[config.mk]
export PLATFORM = sky130hd
export DESIGN_NAME = word16_alu_with_overflow_word
export DESIGN_NICKNAME = d
export VERILOG_FILES = /design/src/rtl/w16a_pkg.sv /design/src/rtl/word16_alu_with_overflow_word.sv /design/src/rtl/w16a_front.sv /design/src/rtl/w16a_div.sv /design/src/rtl/w16a_back.sv
export SDC_FILE = /design/constraint.sdc
export NUM_CORES = 2
export LEC_CHECK = 0
export BUFFER_PORTS_ARGS = -buffer_cell sky130_fd_sc_hd__buf_2
export CORE_MARGIN = 2
export CORE_UTILIZATION = 50
export DETAILED_ROUTE_END_ITERATION = 12
export GPL_TIMING_DRIVEN = 1
export MAX_ROUTING_LAYER = met4
export PLACE_DENSITY = 0.73
export SKIP_LAST_GASP = 1
export SLEW_MARGIN = 20
export SYNTH_ARGS = -nofsm -noshare
export SYNTH_HDL_FRONTEND = slang
export SYNTH_SLANG_ARGS = --single-unit
[constraint.sdc]
create_clock -name clk -period 29.4 [get_ports clk]
set_input_delay 5.88 -clock clk [delete_from_list [all_inputs] [get_ports clk]]
set_output_delay 5.88 -clock clk [all_outputs]
set_load 0.005 [all_outputs]
[src/rtl/w16a_pkg.sv]
// package for the 16-bit alu execute block
// types, opcode codes and pipeline constants; no dependencies
`timescale 1ns / 1ps

package w16a_pkg;

  localparam int WordW   = 16;
  localparam int OpW     = 5;
  localparam int DivDepth = 8;

  localparam logic [OpW-1:0] OP_SET = 5'h01;
  localparam logic [OpW-1:0] OP_ADD = 5'h02;
  localparam logic [OpW-1:0] OP_SUB = 5'h03;
  localparam logic [OpW-1:0] OP_MUL = 5'h04;
  localparam logic [OpW-1:0] OP_MLI = 5'h05;
  localparam logic [OpW-1:0] OP_DIV = 5'h06;
  localparam logic [OpW-1:0] OP_DVI = 5'h07;
  localparam logic [OpW-1:0] OP_MOD = 5'h08;
  localparam logic [OpW-1:0] OP_MDI = 5'h09;
  localparam logic [OpW-1:0] OP_AND = 5'h0a;
  localparam logic [OpW-1:0] OP_BOR = 5'h0b;
  localparam logic [OpW-1:0] OP_XOR = 5'h0c;
  localparam logic [OpW-1:0] OP_SHR = 5'h0d;
  localparam logic [OpW-1:0] OP_ASR = 5'h0e;
  localparam logic [OpW-1:0] OP_SHL = 5'h0f;
  localparam logic [OpW-1:0] OP_IFB = 5'h10;
  localparam logic [OpW-1:0] OP_IFC = 5'h11;
  localparam logic [OpW-1:0] OP_IFE = 5'h12;
  localparam logic [OpW-1:0] OP_IFN = 5'h13;
  localparam logic [OpW-1:0] OP_IFG = 5'h14;
  localparam logic [OpW-1:0] OP_IFA = 5'h15;
  localparam logic [OpW-1:0] OP_IFL = 5'h16;
  localparam logic [OpW-1:0] OP_IFU = 5'h17;
  localparam logic [OpW-1:0] OP_ADX = 5'h1a;
  localparam logic [OpW-1:0] OP_SBX = 5'h1b;
  localparam logic [OpW-1:0] OP_STI = 5'h1e;
  localparam logic [OpW-1:0] OP_STD = 5'h1f;

  localparam logic [1:0] STEP_NONE = 2'd0;
  localparam logic [1:0] STEP_INC  = 2'd1;
  localparam logic [1:0] STEP_DEC  = 2'd2;

  typedef enum logic [2:0] {
    DK_NONE,
    DK_UDIV,
    DK_SDIV,
    DK_UMOD,
    DK_SMOD
  } dkind_t;

  typedef struct packed {
    logic [OpW-1:0]   operation;
    logic [WordW-1:0] operand_b;
    logic [WordW-1:0] operand_a;
    logic [WordW-1:0] overflow_in;
  } item_t;

  typedef struct packed {
    logic   valid;
    dkind_t kind;
    item_t  item;
  } head_t;

  typedef struct packed {
    logic [WordW-1:0] result_b;
    logic [WordW-1:0] overflow_out;
    logic             skip_next;
    logic             b_written;
    logic [1:0]       index_step;
  } res_t;

  typedef struct packed {
    res_t   res;
    dkind_t kind;
    logic   neg_q;
    logic   neg_r;
    logic   dz;
  } stage_t;

endpackage

[src/rtl/word16_alu_with_overflow_word.sv]
// top level of the 16-bit alu execute block with overflow word
// holds w16a_front (queue) and w16a_back (execute and divider pipeline); uses w16a_pkg
//
// channel | dir | fields
// in_     | in  | operation, operand_b, operand_a, overflow_in
// out_    | out | result_b, overflow_out, skip_next, b_written, index_step
//
// one item per cycle sustained while the output is not stalled; an accepted item goes
// through the queue, then the eight divider pipeline stages that every item passes, then the output register
// reset clears the queue and the pipeline valid bits
// a stalled output holds the whole back pipeline; the queue keeps taking items until full
`timescale 1ns / 1ps

module word16_alu_with_overflow_word (
  input  logic        clk,
  input  logic        rst_n,
  input  logic        in_tvalid,
  output logic        in_tready,
  input  logic [55:0] in_tdata,   // operation, operand_b, operand_a, overflow_in, zero pad
  output logic        out_tvalid,
  input  logic        out_tready,
  output logic [39:0] out_tdata   // result_b, overflow_out, skip_next, b_written,
                                  // index_step, zero pad
);
  import w16a_pkg::*;

  item_t in_item;
  head_t head;
  res_t  res;
  logic  full, pop;

  assign in_item.operation   = in_tdata[4:0];
  assign in_item.operand_b   = in_tdata[20:5];
  assign in_item.operand_a   = in_tdata[36:21];
  assign in_item.overflow_in = in_tdata[52:37];
  assign in_tready = !full;

  w16a_front u_front (
    .clk      (clk),
    .rst_n    (rst_n),
    .push     (in_tvalid),
    .push_item(in_item),
    .full     (full),
    .pop      (pop),
    .head     (head)
  );

  w16a_back u_back (
    .clk      (clk),
    .rst_n    (rst_n),
    .head     (head),
    .pop      (pop),
    .out_valid(out_tvalid),
    .out_ready(out_tready),
    .out_res  (res)
  );

  assign out_tdata = {4'd0, res.index_step, res.b_written, res.skip_next,
                      res.overflow_out, res.result_b};

  a_skip_no_write: assert property (@(posedge clk) disable iff (!rst_n)
    out_tvalid |-> !(res.skip_next && res.b_written))
    else $error("test result also writes b");

  a_step_code: assert property (@(posedge clk) disable iff (!rst_n)
    out_tvalid |-> (res.index_step != 2'd3))
    else $error("bad index step");

  a_step_writes: assert property (@(posedge clk) disable iff (!rst_n)
    (out_tvalid && res.index_step != STEP_NONE) |-> res.b_written)
    else $error("index step without write");

  a_pop_drains: assert property (@(posedge clk) disable iff (!rst_n)
    (!out_tvalid && head.valid) |-> pop)
    else $error("back stalled with empty output");

endmodule

[src/rtl/w16a_front.sv]
// front part: two-entry item queue that tags each item with its divider class
// depends on w16a_pkg
`timescale 1ns / 1ps

module w16a_front (
  input  logic            clk,
  input  logic            rst_n,
  input  logic            push,
  input  w16a_pkg::item_t push_item,
  output logic            full,
  input  logic            pop,
  output w16a_pkg::head_t head
);
  import w16a_pkg::*;

  dkind_t kind_sel;
  dkind_t kind_r [2];
  item_t  item_r [2];
  logic   wp_r, wp_nxt, rp_r, rp_nxt;
  logic [1:0] cnt_r, cnt_nxt;
  logic   do_push, do_pop;

  always_comb begin
    unique case (push_item.operation)
      OP_DIV:  kind_sel = DK_UDIV;
      OP_DVI:  kind_sel = DK_SDIV;
      OP_MOD:  kind_sel = DK_UMOD;
      OP_MDI:  kind_sel = DK_SMOD;
      default: kind_sel = DK_NONE;
    endcase
  end

  assign full    = (cnt_r == 2'd2);
  assign do_push = push && !full;
  assign do_pop  = pop && (cnt_r != 2'd0);
  assign wp_nxt  = wp_r ^ do_push;
  assign rp_nxt  = rp_r ^ do_pop;
  assign cnt_nxt = cnt_r + {1'b0, do_push} - {1'b0, do_pop};

  always_ff @(posedge clk) begin
    if (!rst_n) begin
      wp_r  <= 1'b0;
      rp_r  <= 1'b0;
      cnt_r <= 2'd0;
    end else begin
      wp_r  <= wp_nxt;
      rp_r  <= rp_nxt;
      cnt_r <= cnt_nxt;
    end
  end

  always_ff @(posedge clk) begin
    if (do_push) begin
      item_r[wp_r] <= push_item;
      kind_r[wp_r] <= kind_sel;
    end
  end

  assign head.valid = (cnt_r != 2'd0);
  assign head.kind  = kind_r[rp_r];
  assign head.item  = item_r[rp_r];

endmodule

[src/rtl/w16a_div.sv]
// pipelined restoring divider: 16-bit numerator shifted up by 16 over a 16-bit divisor
// four quotient bits per stage; also gives numerator mod divisor; depends on w16a_pkg
`timescale 1ns / 1ps

module w16a_div (
  input  logic        clk,
  input  logic        en,
  input  logic [15:0] num_in,
  input  logic [15:0] den_in,
  output logic [31:0] quo_out,
  output logic [15:0] mod_out
);
  import w16a_pkg::*;

  localparam int ModStage = DivDepth / 2 - 1;

  logic [15:0] num_r [DivDepth];
  logic [15:0] den_r [DivDepth];
  logic [15:0] rem_r [DivDepth];
  logic [31:0] quo_r [DivDepth];
  logic [15:0] mod_r [DivDepth];

  logic [15:0] p_num [DivDepth];
  logic [15:0] p_den [DivDepth];
  logic [15:0] p_rem [DivDepth];
  logic [31:0] p_quo [DivDepth];
  logic [15:0] p_mod [DivDepth];
  logic [19:0] st    [DivDepth];

  function automatic logic [19:0] div4(input logic [15:0] rem, input logic [3:0] bits,
                                       input logic [15:0] den);
    logic [16:0] r;
    logic [15:0] rr;
    logic [3:0]  q;
    rr = rem;
    q  = 4'd0;
    for (int k = 0; k < 4; k++) begin
      r = {rr, bits[3-k]};
      if (r >= {1'b0, den}) begin
        r      = r - {1'b0, den};
        q[3-k] = 1'b1;
      end
      rr = r[15:0];
    end
    return {rr, q};
  endfunction

  always_comb begin
    for (int i = 0; i < DivDepth; i++) begin
      if (i == 0) begin
        p_num[i] = num_in;
        p_den[i] = den_in;
        p_rem[i] = 16'd0;
        p_quo[i] = 32'd0;
        p_mod[i] = 16'd0;
      end else begin
        p_num[i] = num_r[i-1];
        p_den[i] = den_r[i-1];
        p_rem[i] = rem_r[i-1];
        p_quo[i] = quo_r[i-1];
        p_mod[i] = mod_r[i-1];
      end
      st[i] = div4(p_rem[i], p_num[i][15:12], p_den[i]);
    end
  end

  always_ff @(posedge clk) begin
    if (en) begin
      for (int i = 0; i < DivDepth; i++) begin
        num_r[i] <= {p_num[i][11:0], 4'd0};
        den_r[i] <= p_den[i];
        rem_r[i] <= st[i][19:4];
        quo_r[i] <= {p_quo[i][27:0], st[i][3:0]};
        mod_r[i] <= (i == ModStage) ? st[i][19:4] : p_mod[i];
      end
    end
  end

  assign quo_out = quo_r[DivDepth-1];
  assign mod_out = mod_r[DivDepth-1];

endmodule

[src/rtl/w16a_back.sv]
// back part: executes the queue head, runs divides through the divider pipeline
// and holds the result item in an output register; depends on w16a_pkg, w16a_div
`timescale 1ns / 1ps

module w16a_back (
  input  logic             clk,
  input  logic             rst_n,
  input  w16a_pkg::head_t  head,
  output logic             pop,
  output logic             out_valid,
  input  logic             out_ready,
  output w16a_pkg::res_t   out_res
);
  import w16a_pkg::*;

  logic   adv;
  stage_t s0;
  stage_t pl_r [DivDepth];
  logic   vld_r [DivDepth];
  logic   ov_r;
  res_t   res_r, res_nxt;
  logic [15:0] b, a, ex, num, den;
  logic [16:0] add_t;
  logic [17:0] adx_t, sbx_v;
  logic [31:0] mul_u, mul_s, shr_t, shl_t, asr_t;
  logic [31:0] quo, quo_n;
  logic [15:0] md, qhi;
  logic [3:0]  asr_sh;

  assign b  = head.item.operand_b;
  assign a  = head.item.operand_a;
  assign ex = head.item.overflow_in;

  assign adv = !ov_r || out_ready;
  assign pop = adv && head.valid;

  assign add_t  = {1'b0, b} + {1'b0, a};
  assign adx_t  = {2'b0, b} + {2'b0, a} + {2'b0, ex};
  assign sbx_v  = {2'b0, b} - {2'b0, a} + {2'b0, ex};
  assign mul_u  = {16'd0, b} * {16'd0, a};
  assign mul_s  = 32'($signed(b)) * 32'($signed(a));
  assign shr_t  = {b, 16'd0} >> a[4:0];
  assign shl_t  = {16'd0, b} << a[4:0];
  assign asr_sh = (a[4:0] > 5'd15) ? 4'd15 : a[3:0];
  assign asr_t  = {b, 16'd0} >> a[4:0];

  always_comb begin
    s0.res.result_b     = b;
    s0.res.overflow_out = ex;
    s0.res.skip_next    = 1'b0;
    s0.res.b_written    = 1'b0;
    s0.res.index_step   = STEP_NONE;
    s0.kind  = head.kind;
    s0.dz    = (a == 16'd0);
    s0.neg_q = 1'b0;
    s0.neg_r = 1'b0;
    num = b;
    den = a;
    if (head.kind == DK_SDIV || head.kind == DK_SMOD) begin
      num      = b[15] ? 16'(-b) : b;
      den      = a[15] ? 16'(-a) : a;
      s0.neg_q = b[15] ^ a[15];
      s0.neg_r = b[15];
    end
    unique case (head.item.operation)
      OP_SET: begin s0.res.result_b = a; s0.res.b_written = 1'b1; end
      OP_ADD: begin
        s0.res.result_b = add_t[15:0]; s0.res.overflow_out = {15'd0, add_t[16]};
        s0.res.b_written = 1'b1;
      end
      OP_SUB: begin
        s0.res.result_b = b - a; s0.res.overflow_out = (b < a) ? 16'hffff : 16'd0;
        s0.res.b_written = 1'b1;
      end
      OP_MUL: begin
        s0.res.result_b = mul_u[15:0]; s0.res.overflow_out = mul_u[31:16];
        s0.res.b_written = 1'b1;
      end
      OP_MLI: begin
        s0.res.result_b = mul_s[15:0]; s0.res.overflow_out = mul_s[31:16];
        s0.res.b_written = 1'b1;
      end
      OP_DIV, OP_DVI, OP_MOD, OP_MDI: s0.res.b_written = 1'b1;
      OP_AND: begin s0.res.result_b = b & a; s0.res.b_written = 1'b1; end
      OP_BOR: begin s0.res.result_b = b | a; s0.res.b_written = 1'b1; end
      OP_XOR: begin s0.res.result_b = b ^ a; s0.res.b_written = 1'b1; end
      OP_SHR: begin
        s0.res.b_written = 1'b1;
        s0.res.result_b     = (a < 16'd32) ? shr_t[31:16] : 16'd0;
        s0.res.overflow_out = (a < 16'd32) ? shr_t[15:0] : 16'd0;
      end
      OP_ASR: begin
        s0.res.b_written = 1'b1;
        s0.res.result_b     = (a < 16'd32) ? 16'($signed(b) >>> asr_sh) : 16'd0;
        s0.res.overflow_out = (a <= 16'd16) ? asr_t[15:0] : 16'd0;
      end
      OP_SHL: begin
        s0.res.b_written = 1'b1;
        s0.res.result_b     = (a < 16'd32) ? shl_t[15:0] : 16'd0;
        s0.res.overflow_out = (a < 16'd32) ? shl_t[31:16] : 16'd0;
      end
      OP_IFB: s0.res.skip_next = ((a & b) == 16'd0);
      OP_IFC: s0.res.skip_next = ((a & b) != 16'd0);
      OP_IFE: s0.res.skip_next = (a != b);
      OP_IFN: s0.res.skip_next = (a == b);
      OP_IFG: s0.res.skip_next = !(b > a);
      OP_IFA: s0.res.skip_next = !($signed(b) > $signed(a));
      OP_IFL: s0.res.skip_next = !(b < a);
      OP_IFU: s0.res.skip_next = !($signed(b) < $signed(a));
      OP_ADX: begin
        s0.res.result_b = adx_t[15:0];
        s0.res.overflow_out = (adx_t[17:16] != 2'd0) ? 16'd1 : 16'd0;
        s0.res.b_written = 1'b1;
      end
      OP_SBX: begin
        s0.res.result_b = sbx_v[15:0];
        s0.res.overflow_out = sbx_v[17] ? 16'hffff :
                              (sbx_v[16] ? 16'd1 : 16'd0);
        s0.res.b_written = 1'b1;
      end
      OP_STI: begin
        s0.res.result_b = a; s0.res.b_written = 1'b1; s0.res.index_step = STEP_INC;
      end
      OP_STD: begin
        s0.res.result_b = a; s0.res.b_written = 1'b1; s0.res.index_step = STEP_DEC;
      end
      default: ;
    endcase
  end

  w16a_div u_div (
    .clk    (clk),
    .en     (adv),
    .num_in (num),
    .den_in (den),
    .quo_out(quo),
    .mod_out(md)
  );

  always_ff @(posedge clk) begin
    if (!rst_n) begin
      for (int i = 0; i < DivDepth; i++) vld_r[i] <= 1'b0;
      ov_r <= 1'b0;
    end else if (adv) begin
      vld_r[0] <= head.valid;
      for (int i = 1; i < DivDepth; i++) vld_r[i] <= vld_r[i-1];
      ov_r <= vld_r[DivDepth-1];
    end
  end

  always_ff @(posedge clk) begin
    if (adv) begin
      pl_r[0] <= s0;
      for (int i = 1; i < DivDepth; i++) pl_r[i] <= pl_r[i-1];
      res_r <= res_nxt;
    end
  end

  assign quo_n = 32'(-quo);
  assign qhi   = quo[31:16];

  always_comb begin
    res_nxt = pl_r[DivDepth-1].res;
    case (pl_r[DivDepth-1].kind)
      DK_UDIV: begin
        res_nxt.result_b     = pl_r[DivDepth-1].dz ? 16'd0 : qhi;
        res_nxt.overflow_out = pl_r[DivDepth-1].dz ? 16'd0 : quo[15:0];
      end
      DK_SDIV: begin
        res_nxt.result_b     = pl_r[DivDepth-1].dz ? 16'd0 :
                               (pl_r[DivDepth-1].neg_q ? 16'(-qhi) : qhi);
        res_nxt.overflow_out = pl_r[DivDepth-1].dz ? 16'd0 :
                               (pl_r[DivDepth-1].neg_q ? quo_n[15:0] : quo[15:0]);
      end
      DK_UMOD: res_nxt.result_b = pl_r[DivDepth-1].dz ? 16'd0 : md;
      DK_SMOD: res_nxt.result_b = pl_r[DivDepth-1].dz ? 16'd0 :
                                  (pl_r[DivDepth-1].neg_r ? 16'(-md) : md);
      default: ;
    endcase
  end

  assign out_valid = ov_r;
  assign out_res   = res_r;

endmodule
==> impl_metrics.csv <==
group,metric,value,unit
status,status,"complete, no violations",
critical_path,cp-start-kind,"flop",
clocking,clock_path_buffers,3,
global_routing,grt_max_degree,197,
clocking,post_cts_buffers,0,
critical_path,r2r_cells,53,
global_routing,use_met2,44.05,%
yosys,syn-instance-count,7990,
worst_hold_path,min_path_cells,0,
cells_and_area,final_nets,9238,
clocking,clkTransAtPathRegs,0.06,ns
clocking,cts_htree_levels,3,
global_routing,grt_overflow,0,
sta,rsz0062_at_grt,"false",
routing,vias_per_cell,6.159,
die,core_area,160600,µm²
critical_path,crit_arrival,15.66,ns
global_routing,busiest_layer,"met2",
clocking,cts_sinks,954,
yosys,synth-edff-count,943,
routing,dr.pass1.iters,8,
run,maxCapViolCount,0,
yosys,yosysSeqAreaShare,35.33,%
cells_and_area,nFillCells,13940,
global_routing,antenna_found_initial,10,
placement,gp_congestion,1.044,
critical_path,cp_slowest_stage_delay,0.77,ns
sta,fin_setup_tns,0,ns
yosys,synth_largest_area_cell,"edfxtp_1",
cells_and_area,drive_above_1_share,9.263,%
routing,vias,63470,
placement,dp_hpwl,185700,µm
clocking,clk-insertion-delay-late,0.76,ns
yosys,synthFlopType,"edfxtp_1",
critical_path,cp_max_fo,47,
global_routing,grt_pass1_wl,367300,µm
clocking,ctsHoldBuffers,0,
routing,totalWireLength,242900,µm
clocking,ctsResizeCount,0,
worst_hold_path,min_path_type,"reg2reg",
sta,clock_skew,0.08766,ns
yosys,avgSynthCellArea,10.11,µm²
worst_hold_path,min_from,"u_back.pl_r[0][63]",
die,dieWidth,405.9,µm
routing,remaining_drc_errors,0,
sta,setup_violations,0,
placement,port_buffers,94,
sta,slew_viol_final,0,
die,die_y,405.9,µm
routing,drt_iter0_drc,6644,
routing,post_drt_wl_per_cell,23.57,µm
sta,timing.slew.headroom,14.63,%
critical_path,critPathRequiredTime,29.85,ns
yosys,synth_top_area_share,35.06,%
clocking,cts_made_buffers,96,
clocking,cts_tree,"done",
sta,hold_violations,0,
die,dieArea,164800,µm²
critical_path,worstReg2RegEnd,"u_back.u_div.rem_r[0][15]",
cells_and_area,final_util,54.31,%
global_routing,use_met3,8.940,%
sta,post-route-period-util,51.74,%
cells_and_area,area.growth.synth_to_final,7.977,%
yosys,async_flop_share,0,%
critical_path,endpoint_kind,"flop",
die,boundaryPins,102,
routing,antenna_left,0,
yosys,ys_warn_count,0,
yosys,yosysUniqueCellTypes,104,
critical_path,cp_slowest_cell,"dfxtp_4",
clocking,cts-root-buf,"clkbuf_16",
sta,tightestPinTransition,1.271,ns
sta,max_freq,65.73,MHz
yosys,synth_seq_cells,954,
critical_path,reg2reg_slack,14.19,ns
die,core.rowCount,147,
die,start_util,50.30,%
worst_hold_path,min_to,"u_back.pl_r[0][105]",
critical_path,path_class,"reg2reg",
global_routing,use_met1,39.23,%
yosys,synth.area.top_cells,"edfxtp_1, ha_1, fa_1",
critical_path,cpMostUsedCell,"ha_1",
global_routing,grt_use_total,30.09,%
global_routing,grt_pass1_vias,61390,
yosys,synth_area,80760,µm²
sta,period_minus_slack,15.21,ns
## cell usage after synthesis (all sizes together) (36+ instances only)
cell and n:
buf 62, nand2b 67, a211oi 71, o21bai 68, a21oi 569, inv 753
nand2 595, xnor2 342, or3 77, clkbuf 166, mux2i 124, nor2 603
nor2b 82, and3 39, o21ai 403, o31ai 49, o21a 100, a21o 188
a21boi 36, edfxtp 943, xor2 153, fa 389, nor3 143, or2 45
mux2 283, o211ai 57, nand4 103, a31oi 52, nor4 47, nand3 111
ha 729, and2 43
## layer usage
| layer | vias up | share of wire [%] |
|---|---|---|
| met4 | 0 | 4.7 |
| met5 | - | 0 |
| li1 | 29190 | - |
| met3 | 646 | 11 |
| met2 | 2970 | 43 |
| met1 | 30660 | 41 |
## cell type report
| cell class | instances | area, µm² | area share (%) |
|---|---|---|---|
| diodes | 4 | 10.01 | 0.01148 |
| multi-input cells | 6049 | 48590 | 55.72 |
| repair buffers | 197 | 1272 | 1.459 |
| flip-flops and latches | 954 | 28540 | 32.73 |
| clock inverters | 64 | 747.0 | 0.8566 |
| clock buffers | 114 | 2470 | 2.832 |
| well taps | 2160 | 2703 | 3.099 |
| inverters | 762 | 2868 | 3.289 |
## cell usage in the layout (no fill, tap or decap), drive strengths merged, types with 32 or more instances in the layout
cell type | netlist | final
mux2i | 124 | 124
fa | 389 | 389
o211ai | 57 | 57
nor2b | 82 | 82
nor2 | 603 | 603
nand2b | 67 | 67
nor4 | 47 | 47
mux2 | 283 | 283
a22oi | 35 | 35
nand3 | 111 | 111
a21o | 188 | 188
clkbuf | 166 | 114
and3 | 39 | 39
a211oi | 71 | 71
ha | 729 | 729
a31oi | 52 | 52
o221ai | 32 | 32
a21oi | 569 | 569
or3 | 77 | 77
clkinv | 9 | 53
o21a | 100 | 100
xnor2 | 342 | 342
nor3 | 143 | 143
or2 | 45 | 45
nand2 | 595 | 595
o21bai | 68 | 68
edfxtp | 943 | 943
and2 | 43 | 43
buf | 62 | 197
xor2 | 153 | 153
o31ai | 49 | 49
o22ai | 32 | 32
inv | 753 | 758
nand4 | 103 | 103
a21boi | 36 | 36
o21ai | 403 | 403
## critical path: cells and delay by family, from the launching register on
family / cells / cell delay [ns]
buf+inv: 7 / 1.67
compound gates: 18 / 4.83
simple gates: 17 / 3.70
mux: 6 / 2.50
fa+ha+maj: 5 / 1.34
flops: 1 / 0.77
## worst max path at each step
stage | startpoint | to | slack, ns
4_1_cts | flop | u_back.u_div.rem_r[0][6] | 14.35
5_1_grt | flop | u_back.u_div.rem_r[0][15] | 13.19
3_5_place_dp | flop | u_back.u_div.rem_r[0][15] | 14.33
6_report | flop | u_back.u_div.rem_r[0][15] | 14.19
3_3_place_gp | flop | u_back.u_div.rem_r[0][6] | 14.49
2_1_floorplan | out_tready | flop | 3.09
## cells by family after synthesis
group	share of synthesized area, %
AND/OR/NAND/NOR	12.00
AO/OA/AOI/OAI	16.01
adder cells (fa/ha/maj)	20.94
buffers and inverters	4.714
flip-flops	35.33
XOR/XNOR	5.377
multiplexers	5.614
other	0.004643
## metrics by stage
step / instances / hold slack, ns / instance area, µm² / setup slack [ns]
floorplan: 7993 / 0.4003 / 80770 / 3.089
global route: 10300 / 0.3453 / 87200 / 13.19
global placement: 10120 / 0.4002 / 83950 / 14.49
finish: 10300 / 0.3491 / 87200 / 14.19
CTS: 10300 / 0.3377 / 87170 / 14.35
detailed placement: 10120 / 0.4045 / 83950 / 14.33
## state kept, by name (all words and copies together) (netlist names), named ones only
register,cells
u_back.pl_r,336
u_back.u_div.quo_r,144
u_back.u_div.den_r,112
u_back.u_div.rem_r,112
u_front.item_r,106
u_back.u_div.mod_r,64
u_back.out_res,36
u_back.u_div.num_r,24
u_back.vld_r,8
u_front.kind_r,6
u_front.cnt_r,2
u_back.out_valid,1
u_front.rp_r,1
u_front.wp_r,1
Power is not shown: default switching activity piles up to over one toggle a cycle in this logic, so the estimate is an artifact.
